==> config.mk <==
export PLATFORM = sky130hd
export DESIGN_NAME = coc_ctrl
export DESIGN_NICKNAME = d
export VERILOG_FILES = /design/src/rtl/core/coc_pkg.sv /design/src/rtl/core/coc_ctrl.sv
export SDC_FILE = /design/constraint.sdc
export NUM_CORES = 1
export LEC_CHECK = 0
export ABC_AREA = 1
export BUFFER_PORTS_ARGS = -buffer_cell sky130_fd_sc_hd__buf_2
export CAP_MARGIN = 20
export CORE_UTILIZATION = 50
export DETAILED_ROUTE_END_ITERATION = 10
export MAX_ROUTING_LAYER = met4
export PLACE_DENSITY = 0.89
export SKIP_LAST_GASP = 1
export SLEW_MARGIN = 5
export SYNTH_ARGS = -nofsm -noshare
export SYNTH_HDL_FRONTEND = slang
export SYNTH_SLANG_ARGS = --single-unit
==> constraint.sdc <==
create_clock -name clk -period 4 [get_ports clk]
set_input_delay 0.2 -clock clk [delete_from_list [all_inputs] [get_ports clk]]
set_output_delay 0.2 -clock clk [all_outputs]
set_load 0.02 [all_outputs]
==> src/rtl/core/coc_pkg.sv <==
`timescale 1ns / 1ps
// shared types, opcodes and widths of the orthonormality check unit
// no dependencies

package coc_pkg;

  localparam int MAX_DIM_DEF = 64;
  localparam int IDX_W       = 8;    // holds any index up to the largest MAX_DIM

  localparam int OP_W    = 2;
  localparam int ROW_W   = 6;
  localparam int VAL_W   = 48;
  localparam int RES_W   = 64;
  localparam int CNT_CFG_W = 7;
  localparam int TOL_W   = 47;
  localparam int ACC_W   = 128;
  localparam int PROD_W  = 112;

  localparam logic [OP_W-1:0] OP_LOAD_S = 2'd0;
  localparam logic [OP_W-1:0] OP_LOAD_C = 2'd1;
  localparam logic [OP_W-1:0] OP_CHECK  = 2'd2;

  localparam logic [1:0] REG_BASIS   = 2'd0;
  localparam logic [1:0] REG_ORBITAL = 2'd1;
  localparam logic [1:0] REG_TOL     = 2'd2;
  localparam logic [1:0] REG_OVERLAP = 2'd3;

  localparam logic [CNT_CFG_W-1:0] BASIS_RST = 7'd1;
  localparam logic [CNT_CFG_W-1:0] ORB_RST   = 7'd1;
  localparam logic [TOL_W-1:0]     TOL_RST   = 47'd10995;

  localparam logic [RES_W-1:0] ONE_Q40 = 64'h0000_0100_0000_0000;

  typedef struct packed {
    logic [CNT_CFG_W-1:0] basis_count;
    logic [CNT_CFG_W-1:0] orbital_count;
    logic [TOL_W-1:0]     tolerance;
    logic                 overlap_present;
  } cfg_t;

  typedef struct packed {
    logic             wr_s;      // store the accepted overlap element
    logic             wr_c;      // store the accepted coefficient element
    logic             rd;        // read both operands of one term
    logic             phase_t;   // second product pass, uses row products
    logic             latch;     // take operand magnitudes and signs
    logic             pp;        // add one partial product
    logic [1:0]       pp_idx;
    logic             acc_clr;
    logic             acc_add;
    logic             rnd;       // round and saturate the sum
    logic             wr_rp;     // keep the rounded sum as a row product
    logic             eval;      // tolerance test of the rounded sum
    logic             diag;
    logic             res_load;
    logic             res_pass;
    logic [IDX_W-1:0] i_idx;
    logic [IDX_W-1:0] jj_idx;
    logic [IDX_W-1:0] k_idx;
    logic [IDX_W-1:0] l_idx;
  } dp_cmd_t;

  typedef struct packed {
    logic bad;
  } dp_stat_t;

endpackage

==> src/rtl/core/coc_ctrl.sv <==
`timescale 1ns / 1ps
// controller: sequences loads, the two product passes and the tolerance scan
// depends on coc_pkg

module coc_ctrl #(
  parameter int MAX_DIM = coc_pkg::MAX_DIM_DEF
) (
  input  logic                        clk,
  input  logic                        rst_n,
  input  coc_pkg::cfg_t               cfg,
  input  logic                        in_valid,
  output logic                        in_ready,
  input  logic [coc_pkg::OP_W-1:0]    in_op,
  input  logic [coc_pkg::ROW_W-1:0]   in_row,
  input  logic [coc_pkg::ROW_W-1:0]   in_col,
  output logic                        out_valid,
  input  logic                        out_ready,
  output coc_pkg::dp_cmd_t            cmd,
  input  coc_pkg::dp_stat_t           stat
);
  import coc_pkg::*;

  localparam int CW = $clog2(MAX_DIM + 1);

  localparam logic [3:0] S_IDLE   = 4'd0;
  localparam logic [3:0] S_ROW    = 4'd1;
  localparam logic [3:0] S_W_K    = 4'd2;
  localparam logic [3:0] S_W_L    = 4'd3;
  localparam logic [3:0] S_T_J    = 4'd4;
  localparam logic [3:0] S_T_K    = 4'd5;
  localparam logic [3:0] S_LATCH  = 4'd6;
  localparam logic [3:0] S_MUL    = 4'd7;
  localparam logic [3:0] S_ACC    = 4'd8;
  localparam logic [3:0] S_RND_W  = 4'd9;
  localparam logic [3:0] S_WR_RP  = 4'd10;
  localparam logic [3:0] S_RND_T  = 4'd11;
  localparam logic [3:0] S_EVAL   = 4'd12;
  localparam logic [3:0] S_CHECK  = 4'd13;
  localparam logic [3:0] S_FINISH = 4'd14;

  logic [3:0]    state_r, state_nxt;
  logic [CW-1:0] i_r, i_nxt, j_r, j_nxt, k_r, k_nxt, l_r, l_nxt;
  logic [1:0]    pp_r, pp_nxt;
  logic          phase_r, phase_nxt;
  logic          pass_r, pass_nxt;
  logic          ov_r, ov_nxt;
  logic [CW-1:0] nb, no, jj;
  logic          acc_in;

  always_comb begin
    nb = (cfg.basis_count > MAX_DIM) ? CW'(MAX_DIM) : CW'(cfg.basis_count);
    no = (cfg.orbital_count > MAX_DIM) ? CW'(MAX_DIM) : CW'(cfg.orbital_count);
    jj = (j_r == '0) ? i_r : (j_r - 1'b1);
  end

  assign in_ready = (state_r == S_IDLE);
  assign acc_in   = in_valid && in_ready;
  assign out_valid = ov_r;

  always_comb begin
    state_nxt = state_r;
    i_nxt = i_r; j_nxt = j_r; k_nxt = k_r; l_nxt = l_r;
    pp_nxt = pp_r; phase_nxt = phase_r; pass_nxt = pass_r;
    ov_nxt = ov_r && !out_ready;
    cmd = '0;
    cmd.phase_t = phase_r;
    cmd.pp_idx  = pp_r;
    cmd.i_idx   = IDX_W'(i_r);
    cmd.jj_idx  = IDX_W'(jj);
    cmd.k_idx   = IDX_W'(k_r);
    cmd.l_idx   = IDX_W'(l_r);
    cmd.diag    = (j_r == '0);
    unique case (state_r)
      S_IDLE: begin
        if (acc_in) begin
          if (in_op == OP_LOAD_S) begin
            cmd.wr_s = (in_row < MAX_DIM) && (in_col < MAX_DIM) && (in_col <= in_row);
          end else if (in_op == OP_LOAD_C) begin
            cmd.wr_c = (in_row < MAX_DIM) && (in_col < MAX_DIM);
          end else if (in_op == OP_CHECK) begin
            i_nxt = '0;
            if (cfg.overlap_present) begin
              state_nxt = S_ROW;
            end else begin
              pass_nxt  = 1'b1;
              state_nxt = S_FINISH;
            end
          end
        end
      end
      S_ROW: begin
        if (i_r == no) begin
          pass_nxt  = 1'b1;
          state_nxt = S_FINISH;
        end else begin
          k_nxt = '0;
          phase_nxt = 1'b0;
          state_nxt = S_W_K;
        end
      end
      S_W_K: begin
        if (k_r == nb) begin
          j_nxt = '0;
          phase_nxt = 1'b1;
          state_nxt = S_T_J;
        end else begin
          cmd.acc_clr = 1'b1;
          l_nxt = '0;
          state_nxt = S_W_L;
        end
      end
      S_W_L: begin
        if (l_r == nb) begin
          state_nxt = S_RND_W;
        end else begin
          cmd.rd = 1'b1;
          state_nxt = S_LATCH;
        end
      end
      S_T_J: begin
        if (j_r > i_r) begin
          i_nxt = i_r + 1'b1;
          state_nxt = S_ROW;
        end else begin
          cmd.acc_clr = 1'b1;
          k_nxt = '0;
          state_nxt = S_T_K;
        end
      end
      S_T_K: begin
        if (k_r == nb) begin
          state_nxt = S_RND_T;
        end else begin
          cmd.rd = 1'b1;
          state_nxt = S_LATCH;
        end
      end
      S_LATCH: begin
        cmd.latch = 1'b1;
        pp_nxt = '0;
        state_nxt = S_MUL;
      end
      S_MUL: begin
        cmd.pp = 1'b1;
        pp_nxt = pp_r + 1'b1;
        if (pp_r == 2'd3) begin
          state_nxt = S_ACC;
        end
      end
      S_ACC: begin
        cmd.acc_add = 1'b1;
        if (phase_r) begin
          k_nxt = k_r + 1'b1;
          state_nxt = S_T_K;
        end else begin
          l_nxt = l_r + 1'b1;
          state_nxt = S_W_L;
        end
      end
      S_RND_W: begin
        cmd.rnd = 1'b1;
        state_nxt = S_WR_RP;
      end
      S_WR_RP: begin
        cmd.wr_rp = 1'b1;
        k_nxt = k_r + 1'b1;
        state_nxt = S_W_K;
      end
      S_RND_T: begin
        cmd.rnd = 1'b1;
        state_nxt = S_EVAL;
      end
      S_EVAL: begin
        cmd.eval = 1'b1;
        state_nxt = S_CHECK;
      end
      S_CHECK: begin
        if (stat.bad) begin
          pass_nxt  = 1'b0;
          state_nxt = S_FINISH;
        end else begin
          j_nxt = j_r + 1'b1;
          state_nxt = S_T_J;
        end
      end
      S_FINISH: begin
        if (!ov_r || out_ready) begin
          cmd.res_load = 1'b1;
          cmd.res_pass = pass_r;
          ov_nxt = 1'b1;
          state_nxt = S_IDLE;
        end
      end
      default: begin
        state_nxt = S_IDLE;
      end
    endcase
  end

  always_ff @(posedge clk) begin
    if (!rst_n) begin
      state_r <= S_IDLE;
      ov_r    <= 1'b0;
      pass_r  <= 1'b0;
      phase_r <= 1'b0;
      pp_r    <= '0;
      i_r     <= '0;
      j_r     <= '0;
      k_r     <= '0;
      l_r     <= '0;
    end else begin
      state_r <= state_nxt;
      ov_r    <= ov_nxt;
      pass_r  <= pass_nxt;
      phase_r <= phase_nxt;
      pp_r    <= pp_nxt;
      i_r     <= i_nxt;
      j_r     <= j_nxt;
      k_r     <= k_nxt;
      l_r     <= l_nxt;
    end
  end

endmodule

Word level (Yosys, flattened, before mapping):

Cells that the tools add are included.

* register bits: 37
* output and inout port bits: 50

* $add $sub $neg: 6
* $lt $le $gt $ge: 4
* equal/unequal tests: 37
* multiplexer cells: 66
* reduce and logical (&&, ||, !) cells: 23

Operators by type and width (number)
* two-way mux 7 bit: 15
* one-hot mux 4 bit (15 select lines): 1
* two-way mux 4 bit: 11
* one-hot mux 7 bit (2 select lines): 3
* inequality test 2 bit (second input constant): 15
* adder 7 x 1 -> 7 bit (second input constant): 4
* == test 4 bit (second input constant): 7
* one-hot mux 7 bit (4 select lines): 1
* two-way mux 1 bit: 23
* == test 7 bit: 3
* == test 4 x 3 -> 1 bit (second input constant): 4
* greater-than comparator 7 bit (second input constant): 2
* AND reduction 6 bit: 2
* nonzero test 2 bit: 5
* two-way mux 3 bit: 3
* AND reduction 3 bit: 3
* == test 4 x 2 -> 1 bit (second input constant): 2
* two-way mux 2 bit: 4
* AND reduction 8 bit: 1
* greater-than comparator 7 bit: 1
* logical NOT 7 bit: 1
* subtractor 7 x 1 -> 7 bit (second input constant): 1
* <= comparator 6 bit: 1
* one-hot mux 1 bit (2 select lines): 3
* 16 further kinds: 20

Longest topological paths before layout:

Gate-level depths: netlist (run 1).

* word-level depth: 6
* depth in mapped cells: 15
* depth with buffers taken out: 15

Worst setup path after synthesis (run 1):

OpenSTA, ideal clock, no wires.

* path type: reg2out
* start point: register j_r[0]
* end point: output port cmd[19] (netlist name)
* data arrival time: 2.049 ns
* data required time: 3.800 ns
* slack: 1.751 ns
* cell stages (with the launch flop): 9
* path buffers: 0
* cell sequence: dfxtp_1 -> inv_1 -> ha_1 -> nand2_1 -> nor2_1 -> nand3_1 -> nor2_1 -> inv_1 -> o21ai_0

RTL lines
* from (decl): RTL line coc_ctrl.sv:42 `logic [CW-1:0] i_r, i_nxt, j_r, j_nxt, k_r, k_nxt, l_r, l_nxt;`
* from (signal assigned): RTL line coc_ctrl.sv:218 `j_r <= j_nxt;`
* to (decl): RTL line coc_ctrl.sv:18 `output coc_pkg::dp_cmd_t cmd,`

==> results of run 1 <==
sequential cells by signal, summed over array words and instances, names as in the netlist:
signal,cells
out_valid,1
pass_r,1
state_r,4
k_r,7
j_r,7
phase_r,1
l_r,7
i_r,7
pp_r,2
power by group:
part	switching (mW)	total, mW	internal [mW]	leakage (nW)
Clock	0.141	0.261	0.120	0.0439
Combinational	0.594	0.874	0.280	1.45
Sequential	0.0719	0.495	0.423	0.300
layer usage:
metal / GRT usage / vias to the layer above / share of wire
met5: - / - / 0
met4: 0.0946 / 0 / 0.0087
met3: 0.0354 / 11 / 0.063
met2: 0.443 / 143 / 0.50
met1: 0.322 / 1602 / 0.43
li1: - / 1768 / -
kinds of logic after synthesis:
logic type                 Yosys count
AOI/OAI and AO/OA                   77
buffers and inverters               81
other                                1
xor gates and xnor gates            13
DFF                                 37
and+or+nand+nor                    269
adders and majority gates           19
synth_stat cells (8+ instances only):
library cell    n  area [sq um]
nor2_2          8          50.1
a21oi_1        39           195
nor2_1         58           218
ha_1           19           238
nand2_1       131           492
xor2_1         12           105
dfxtp_1        37           741
inv_1          65           244
nor3_1         11          55.1
nand3_1        37           185
o21ai_0        19          95.1
metrics by stage:
stage | hold slack, ns | power (mW) | instances
after floorplan | 0.375 | 1.15 | 500
after global placement | 0.467 | 1.35 | 644
after detailed placement | 0.488 | 1.36 | 644
after CTS | 0.210 | 1.62 | 652
after global routing | 0.237 | 1.77 | 652
final | 0.210 | 1.63 | 652
worst register-to-register path, stage by stage (launching register included):
cell	delay [ns]
dfxtp_1	0.42
inv_1	0.14
ha_1	0.36
a21oi_1	0.15
o21ai_0	0.10
nand2_1	0.07
nand2_1	0.05
nand2_1	0.07
nand2_1	0.11
a21oi_2	0.20
nand2_4	0.11
o21ai_0	0.29
a21oi_1	0.06
layout make-up:
class | instances | area (sq um) | share of cell area
Sequential cell | 37 | 741 | 0.208
Clock inverter | 3 | 17.5 | 0.00492
Timing Repair Buffer | 79 | 395 | 0.111
Inverter | 71 | 267 | 0.0749
Clock buffer | 5 | 68.8 | 0.0193
Multi-Input combinational cell | 382 | 1980 | 0.555
Tap cell | 75 | 93.8 | 0.0264
path summary, 6_finish.rpt:
kind,startpoint,to,slack (ns),cells past startpoint
max reg2reg,i_r[2]$_SDFFE_PN0P_,k_r[0]$_SDFFE_PN0P_,1.75,12
min,stat,pass_r$_SDFFE_PN0P_,0.21,4
min reg2reg,i_r[6]$_SDFFE_PN0P_,i_r[6]$_SDFFE_PN0P_,0.49,2
max,j_r[0]$_SDFFE_PN0P_,cmd[20],1.64,10
==> impl_metrics.yaml, run 1 <==
cts:
  cts_resized: 0
  cts_hold_buf: 0
  cts_max_path_buffers: 2
  clk_pin_slew_worst_paths_ns: 0.08
  h-tree-depth: 2
  cts_buffers: 5
  cts_root_buf: "clkbuf_8"
  insertion_delay_ns: 0.30
  numClockSinks: 37
  cts_setup_buffers: 0
  tritoncts: "built"
synth:
  syn_area_per_cell_sq_um: 6.11
  synth_fa_ha_area_frac: 0.0783
  yosys-mux-area-fraction: 0
  synthArstFlopShare: 0
  ys_seq_elements: 37
  synth-simple-area-share: 0.389
  syn_inst: 497
  yosysWarnings: 0
  synth_edf_count: 0
  ys.flop_type: "dfxtp_1"
  synth_top_family_by_area: "simple AND/OR/NAND/NOR gates"
  ys_seq_area_frac: 0.244
  synth_xor_area_frac: 0.0375
  syn_area_sq_um: 3040
  synth-compound-area-share: 0.141
  synth_cell_types: 37
critical_path:
  crit_path_end_kind: "output port"
  critPathTopFamily: "simple AND/OR/NAND/NOR gates"
  required_ns: 3.80
  crit_type: "reg -> out"
  cp_max_fo: 8
  max_stage_delay_ns: 0.35
  arrival_ns: 2.16
  cp_common_cell: "inv_1"
  crit_buf_inv: 4
  startpoint_type: "flop"
  slowest_stage: "dfxtp_1"
  cp_cell_sequence: "inv_1, ha_1, nand2_1, nor2_1, nand3_1, nor2_1, inv_1, o21ai_0, inv_1, buf_2"
die:
  die_w_um: 79.9
  rows: 28
  core_region_area_sq_um: 5890
  fp.dieH_um: 79.9
  io_pins: 131
  initial_core_util: 0.516
  die_area_sq_um: 6390
finish:
  synthToLayoutAreaGrowth_pct: 17.2
  layout_commonest_cell: "nand2_1"
  drive_gt1_frac: 0.196
  fillers: 596
  nets: 676
  antenna_cells: 0
  fin_area_sq_um: 3560
  final_cell_mix: "131 x nand2_1, 79 x buf_2, 65 x inv_1, 58 x nor2_1, 39 x a21oi_1"
  post-route-util: 0.605
global_routing:
  grtUsageTotal: 0.264
  grt_pass1_vias: 3061
  grt_pass1_wl_mm: 13.2
  grt_overflow: 0
  grt_max_degree: 23
  antenna_found_initial: 0
detailed_routing:
  drcViolationCount: 1
  postRouteAntennaNets: 0
  wire_per_inst_um: 12.4
  wirelength_mm: 8.07
  via_count: 3524
  first_pass_iters: 8
  vias_per_cell: 5.40
  drtIter0Drc: 238
timing:
  fin_skew_ns: 0.00936
  finalSetupTns_ns: 0
  worstMarginPinSlew_ns: 0.739
  setup_viol: 0
  fmax_mhz: 423
  final-max-slew-violation-count: 0
  fin_crit_sh: 0.591
  min_period_ns: 2.36
  rsz0062_at_grt: "no"
  slew_headroom: 0.507
  final_hold_viol_count: 0
  fin_ws_ns: 1.64
place:
  pre_cts_ws_ns: 1.76
  dp_hpwl_mm: 6.38
  gp_congestion: 0.977
  dpl_cell_area_sq_um: 3470
  io_buffers: 79
run_status:
  violations: "DRC"
  status: "finished with violations"
power:
  p_leak_nw: 1.79
  ir_worst_vdd_v: 0.000250
  powerDensity_nw_per_um2: 458
min_path:
  hold_path_class: "in -> reg"
job:
  max_cap_violations: 0
(Power assumes the default switching activity.)
==> run 2, diff against run 1 <==
Settings changed: CORE_UTILIZATION 50 to 44, PLACE_DENSITY 0.89 to 0.84.
Clock period 4 ns to 1.9 ns, I/O delays scaled along.
==> impl_metrics.yaml, run 2 (synthesis gave the netlist of run 1 again) <==
critical_path:
  arrival_ns: 2.15
  reg2reg_depth: 11
  regToRegSetupSlack_ns: -0.02
  required_ns: 2.12
  cp_max_fo: 8
  r2r_end: "i_r[6]$_SDFFE_PN0P_"
  crit_type: "reg -> reg"
  crit_path_end_kind: "flop"
  startpoint_type: "flop"
  reg2reg_from: "i_r[6]$_SDFFE_PN0P_"
detailed_routing:
  route.met2.wl_mm: 4.90
  drtIter0Drc: 236
  wl_met3_um: 476
  via_count: 3741
  top_layer_used: "met4"
  wirelength_mm: 9.43
  first_pass_iters: 5
  vias_per_cell: 5.37
  wire_per_inst_um: 13.5
  wl_met1_mm: 3.89
  drcViolationCount: 0
  postRouteAntennaNets: 0
die:
  die_area_sq_um: 7240
  rows: 29
  initial_core_util: 0.468
  io_pins: 131
  fp.dieH_um: 85.1
  die_w_um: 85.1
  core_region_area_sq_um: 6490
cts:
  numClockSinks: 37
  cts_max_path_buffers: 2
  cts_root_buf: "clkbuf_8"
  insertion_delay_ns: 0.29
  cts_hold_buf: 0
  clk_pin_slew_worst_paths_ns: 0.08
  tritoncts: "built"
  h-tree-depth: 2
  cts_buffers: 5
timing:
  fmax_mhz: 520
  final-max-slew-violation-count: 0
  final_hold_viol_count: 0
  setup_viol: 1
  fin_ws_ns: -0.0241
  rsz0062_at_grt: "yes"
  fin_skew_ns: 0.00732
  fin_crit_sh: 1.01
  min_period_ns: 1.92
  hold_ws_ns: 0.143
min_path:
  hold_depth: 4
  min_to: "pass_r$_SDFFE_PN0P_"
  hold_path_class: "in -> reg"
  holdCritStartpoint: "stat"
global_routing:
  grt_pass1_wl_mm: 15.1
  grt_overflow: 0
  grtUsageTotal: 0.262
  antenna_found_initial: 0
  grt_pass1_vias: 3539
  grt_max_degree: 16
job:
  max_cap_violations: 0
place:
  dp_hpwl_mm: 7.08
  io_buffers: 79
  gp_congestion: 1.01
power:
  powerDensity_nw_per_um2: 942
  finalPower_mw: 3.93
  p_leak_nw: 2.07
  ir_worst_vdd_v: 0.000563
finish:
  multiInputGateArea_sq_um: 2220
  synthToLayoutAreaGrowth_pct: 37.3
  fillers: 569
  seqCellArea_sq_um: 762
  drive_gt1_frac: 0.348
  post-route-util: 0.642
  antenna_cells: 0
  final_cell_mix: "121 x nand2_1, 75 x buf_2, 55 x inv_1, 49 x nor2_1, 45 x buf_4"
  nets: 720
  layout_commonest_cell: "nand2_1"
run_status:
  violations: "setup timing"
  status: "finished with violations"
## run 2: changes by cell type in the layout (fill, tap and decap cells not counted), moves of 7 or more
cell	change
buf_4	+45
dfxtp_1	-13
dfxtp_2	+11
inv_1	-10
nand2_1	-10
nor2_1	-9
inv_2	+8
o21ai_0	-8
nand2_2	+7
## run 2: how the worst max path moves through the flow
stage	startpoint	to	slack, ns
floorplan	i_r[6]$_SDFFE_PN0P_	k_r[6]$_SDFFE_PN0P_	0.009
global placement	i_r[2]$_SDFFE_PN0P_	k_r[5]$_SDFFE_PN0P_	-0.01
detailed placement	i_r[2]$_SDFFE_PN0P_	k_r[6]$_SDFFE_PN0P_	-0.07
CTS	i_r[2]$_SDFFE_PN0P_	cmd[39]	0.0009
global route	i_r[2]$_SDFFE_PN0P_	i_r[6]$_SDFFE_PN0P_	-0.10
finish	i_r[6]$_SDFFE_PN0P_	i_r[6]$_SDFFE_PN0P_	-0.02
## run 2: final cells by class
class | instances | share of cell area
Clock inverter | 1 | 0.00120
Clock buffer | 6 | 0.0174
Inverter | 71 | 0.0651
Sequential cell | 37 | 0.183
Tap cell | 77 | 0.0231
Timing Repair Buffer | 123 | 0.179
Multi-Input combinational cell | 382 | 0.531
## run 2: routing by layer
layer	up-vias	global-route usage
met5	-	-
met4	0	0.0955
met3	20	0.0418
met2	132	0.446
met1	1726	0.311
li1	1863	-
## run 2: worst max-delay path, cell delays in order (launching register included)
cell and delay, ns:
dfxtp_2 0.34, inv_2 0.05, ha_4 0.27, nand2_2 0.07, nor2_4 0.13, nand2_1 0.08
nand2_1 0.08, nand2_2 0.09, nand2_4 0.12, nand2_8 0.08, or3b_4 0.41, a21oi_2 0.13
## run 2: report_power, final
| group | leakage [nW] | internal, mW | switching [mW] | total (mW) |
|---|---|---|---|---|
| sequential | 0.306 | 0.903 | 0.144 | 1.05 |
| combinational | 1.72 | 0.882 | 1.48 | 2.36 |
| clock | 0.0410 | 0.250 | 0.273 | 0.522 |
## run 2: what timing repair did
item / CTS / global route
endpoints found under the setup margin: 17 / 27
gates resized for setup: 21 / 60
pin swaps: 6 / 23
gates cloned: 0 / 0
buffers inserted: 2 / 5
## run 2: stage by stage
stage	instances	setup WS [ns]	TNS, ns	cell area (sq um)
after floorplan	500	0.00873	0	3060
after global placement	683	-0.0146	-0.0288	3770
after detailed placement	683	-0.0679	-0.381	3770
after CTS	692	0.000882	0	3920
after global routing	697	-0.104	-0.710	4170
final	697	-0.0241	-0.0241	4170
